--- src/hw/rtl/two_pass_chamfer_distance_unit_macros.svh ---
// assertion macros for the two-pass chamfer distance unit
// no dependencies; the assertions compile out when SYNTH is defined
`ifndef TWO_PASS_CHAMFER_DISTANCE_UNIT_MACROS_SVH
`define TWO_PASS_CHAMFER_DISTANCE_UNIT_MACROS_SVH

`ifndef SYNTH

`define TPCD_ASSERT_IMP(label, clk, rst_n, ante, cons) \
    label: assert property (@(posedge clk) disable iff (!rst_n) (ante) |-> (cons)) \
        else $error("tpcd: same-cycle check failed");

`define TPCD_ASSERT_NXT(label, clk, rst_n, ante, cons) \
    label: assert property (@(posedge clk) disable iff (!rst_n) (ante) |=> (cons)) \
        else $error("tpcd: next-cycle check failed");

`else

`define TPCD_ASSERT_IMP(label, clk, rst_n, ante, cons)

`define TPCD_ASSERT_NXT(label, clk, rst_n, ante, cons)

`endif

`endif

--- src/hw/rtl/tpcd_ram.sv ---
// generic single-write, single-read ram with registered read data
// no dependencies
module tpcd_ram #(
    parameter int WIDTH = 8,
    parameter int DEPTH = 256
) (
    input  logic                     i_clk,
    input  logic                     i_we,
    input  logic [$clog2(DEPTH)-1:0] i_waddr,
    input  logic [WIDTH-1:0]         i_wdata,
    input  logic                     i_re,
    input  logic [$clog2(DEPTH)-1:0] i_raddr,
    output logic [WIDTH-1:0]         o_rdata
);

    logic [WIDTH-1:0] r_mem [DEPTH];
    logic [WIDTH-1:0] r_rdata;

    always_ff @(posedge i_clk) begin
        if (i_we) begin
            r_mem[i_waddr] <= i_wdata;
        end
        if (i_re) begin
            r_rdata <= r_mem[i_raddr];
        end
    end

    assign o_rdata = r_rdata;

endmodule

--- config.mk ---
export PLATFORM = sky130hd
export DESIGN_NAME = tpcd_ram
export DESIGN_NICKNAME = d
export VERILOG_FILES = /design/src/hw/rtl/two_pass_chamfer_distance_unit_macros.svh /design/src/hw/rtl/tpcd_ram.sv
export SDC_FILE = /design/constraint.sdc
export NUM_CORES = 2
export LEC_CHECK = 0
export BUFFER_PORTS_ARGS = -buffer_cell sky130_fd_sc_hd__buf_2
export CORE_ASPECT_RATIO = 2
export CORE_UTILIZATION = 30
export DETAILED_ROUTE_END_ITERATION = 10
export PLACE_DENSITY_LB_ADDON = 0.25
export SYNTH_ARGS = -nofsm -noshare
export SYNTH_HDL_FRONTEND = slang
export SYNTH_SLANG_ARGS = --single-unit
--- constraint.sdc ---
create_clock -name i_clk -period 2.23 [get_ports i_clk]
set_input_delay 0.3345 -clock i_clk [delete_from_list [all_inputs] [get_ports i_clk]]
set_output_delay 0.3345 -clock i_clk [all_outputs]
set_load 0.01 [all_outputs]
# Word-level counts from Yosys, hierarchy flattened
# Memories as Yosys holds them, arrays and structs flattened. A register that Yosys moved wholly into a read port is not among the register bits.
# Index checks and enable logic that the tools add are counted.
# word_totals
register_bits	0
ramBits	2048
in_bits	27
output_inout_bits	8
elab_cells	3
n_memories	1
# classes
n_mux	2
# mem_list
name	words	word_bits	rd	rd_ports_with_merged_regs	write_ports	line_no	text
r_mem	256	8	1	1	1	tpcd_ram.sv:16	logic [WIDTH-1:0] r_mem [DEPTH];
# op_table
op	n
$mux W1	2

# Logic depth before layout (Yosys ltp)
# depth
word_depth	2
mapped_depth	11
ltp_nobuf	6

# Worst setup path after synthesis
# Ideal clock, no wire load.
# synth_timing
path_kind	input port to flip-flop
from	input port i_raddr[0]
to	register r_rdata[2], in the netlist o_rdata[2] (read register of r_mem) (data pin)
arrival_time_ns	2.142
required_time_ns	1.961
slack_ns	-0.181
cell_stages	9
cell_sequence	buf_6 -> buf_12 -> buf_8 -> buf_2 -> mux4_2 -> a22oi_1 -> a21oi_1 -> nor4_1 -> nor4_2
# synth_rtl
item	line_no	text
start: declaration	tpcd_ram.sv:12	input logic [$clog2(DEPTH)-1:0] i_raddr,
end: declaration	tpcd_ram.sv:17	logic [WIDTH-1:0] r_rdata;

==> flow_summary.toml <==
[status]
outcome = "finished with violations"
violations_in_the_final_reports = "negative setup slack"

[drt]
detail_route.wl_per_cell_microns = 29.5
drt_first_iter_violations = 2805
drt_first_pass_iters = 5
postRouteAntennaNets = 0
detail_route.vias_per_cell = 4.94
drc = 0
postRouteWirelength_microns = 240000
routed-via-count = 40263

[synthesis]
synth_most_common_cell = "edfxtp_1"
synth_commonest_cells = "2056 x edfxtp_1, 454 x mux4_2, 282 x nor2_1"
cells_after_synthesis = 3733
synth_top_area_cell = "edfxtp_1"
synth_seq_area_share = 0.775
async_set_or_reset_register_ratio_after_synthesis = 0
synth_cell_type_count = 54
most_common_flop_cell_mapped_by_yosys = "edfxtp_1"
yosys_warnings = 0
synthesis.area_per_instance_sq_um = 21.3
post-synth-top-area-fraction = 0.775
postSynthNetCount = 3760
synth_area_sq_um = 79600
largest_cells_by_area_after_synthesis = "edfxtp_1 78%, mux4_2 13%, mux2i_1 1.7%"
postSynthRegisterBits = 2056
synth_edf_count = 2056

[pwr]
power.share.clock = 0.389
power.share.combinational = 0.065
post-layout-total-power_mw = 78.1
netSwitchingPower_mw = 17.0
vdd_ir_drop_max_uv = 495
power_density_nw_per_um2 = 810
power_switching_share = 0.218
cellLeakagePower_nw = 30.8
share_seq_of_total_power = 0.546
internal_power_mw = 61.1

[die]
initial_utilization = 0.301
core_area_sq_um = 264000
fp.dieW_microns = 366
fp.dieH_microns = 731
placementRows = 267
pin_count = 35
die_footprint_sq_um = 268000

[cts]
cts-root-to-sink-buffers = 4
post-cts-setup-buffers = 0
clk_pin_slew_worst_paths_ps = 70
cts_made_buffers = 174
cts_tree = "built"
cts-htree-levels = 4
clock_sink_total = 2056
insertion_delay_ps = 830
clock-root-buffer = "clkbuf_16"

[sta]
maxClockFrequency_mhz = 412
rsz0062_at_grt = "yes"
final.setup.worst_slack_ps = -195
final_min_period_over_clock_period = 1.09
timing_hold_violations_final = 0
fin_crit_ps = 2430
timing_worst_slew_pin_value_ps = 941
finalClockSkew_ps = 37.4
hold_slack_ps = 106
worst_slew_margin_rel = 0.368
maxSlewViolCount = 0
setup_violations = 8

[global_route]
grt.overflow.total = 0
grt_antenna_before_repair = 16
groute.usage.overall = 0.177
wire_length_of_the_first_global_routing_pass_microns = 334000
vias_in_the_first_global_route = 42842
pin_count_of_the_biggest_net_entering_global_routing = 84

[cells_and_area]
area_grow_syn2layout_pct = 21.1
post-route-cell-area_sq_um = 96500
final_nets = 4540
layout-drive-gt1-share = 0.350
final_util = 0.365

[run]
max-cap-violations = 0

[setup_path]
timing_worst_setup_path_type = "register to register"
worst_r2r_path_depth = 7
critical_path.max_fanout = 1
crit_arrival_ps = 2970
cp-end-kind = "register"
critical_path_required_ps = 2780
crit_path_start_kind = "register"

[place]
place.detailed.hpwl_microns = 170000
place.port_buffers = 34
place.gp.congestion = 0.866
placedInstanceArea_sq_um = 90400
post_placement_setup_slack_ps = -1520

[worst_hold_path]
worst_hold_path.num_cells = 1
hold_class = "input port to register"
worst paths after layout:
path / from / end / slack (ps)
worst max-delay path: r_mem[24][3] / o_rdata[3] / -200
worst min-delay path: i_wdata[2] / r_mem[180][2] / 110
worst max register to register: r_mem[24][3] / o_rdata[3] / -200
worst min register to register: r_mem[53][4] / o_rdata[4] / 1230
cells in the final DEF, fill, tap and decap left out, types with 8 or more instances in the layout:
cell type	n
buf_4	684
bufinv_16	16
nand2b_1	8
nor4_2	18
buf_2	22
nor3_1	14
nand2_1	33
edfxtp_1	2056
nand3_1	25
a211oi_2	9
o22ai_1	28
clkbuf_16	178
clkinv_2	30
a22oi_1	126
a21oi_1	89
mux4_2	454
o21ai_0	8
buf_8	9
o221ai_1	43
buf_12	111
nand3_2	9
clkbuf_1	34
clkinv_1	38
nor2b_1	24
nand4_1	10
dlygate4sd3_1	8
mux2i_1	132
o211ai_1	10
nor2_1	275
power groups by stage:
stage	sequential, mW	combinational [mW]	clock [mW]
floorplan	43.5	2.13	0
global placement	43.5	4.98	0
detailed placement	43.5	5.01	0
CTS	42.6	5.15	31.1
global route	42.6	5.30	32.2
finish	42.6	5.09	30.4
layer usage:
layer / track usage / vias to the layer above / wire, microns
li1: - / 17201 / -
met1: 0.177 / 21710 / 80400
met2: 0.358 / 985 / 140000
met3: 0.0166 / 363 / 7700
met4: 0.0856 / 4 / 12400
met5: 0 / - / 32
sequential cells by signal, indices dropped and copies added, names as in the netlist:
| register | cells |
|---|---|
| o_rdata | 8 |
| r_mem | 2048 |
stage by stage:
stage               setup TNS, ps  instances
CTS                         -1160       8139
global route                -1090       8141
finish                       -830       8145
floorplan                    -407       3733
detailed placement          -9950       7832
global placement           -10970       7831
worst max-delay path, cell delays in order, from the launching register on:
cell and delay, ps:
edfxtp_1 380, mux4_2 480, a22o_1 290, a221oi_2 270, o221ai_2 210, a211oi_2 280, buf_4 200, nor4_2 40
logic make-up (layout without fill, tap and decap cells):
kind of cell / Yosys count / in the layout / share of synthesized area
AOI/OAI and AO/OA: 385 / 385 / 0.0342
buffers and inverters: 235 / 1144 / 0.0183
DFF: 2056 / 2056 / 0.775
muxes: 591 / 591 / 0.146
other: 0 / 6 / 0
and+or+nand+nor: 466 / 466 / 0.0263
layout make-up:
class | count | area [sq um]
clock buffer | 212 | 4580
fill | 24168 | 168000
sequential | 2056 | 61700
antenna | 6 | 15.0
tap | 3497 | 4380
clock inverter | 93 | 860
inverter | 2 | 7.51
multi-input combinational | 1442 | 17200
timing repair buffer | 837 | 7720
timing repair:
action,4_1_cts,5_1_grt
resized for setup,83,24
endpoints found under the setup margin,8,8
hold buffers,7,1
pin swaps,21,13
hold endpoints to repair,236,4
Note: power is estimated with default switching activity, not from simulation.
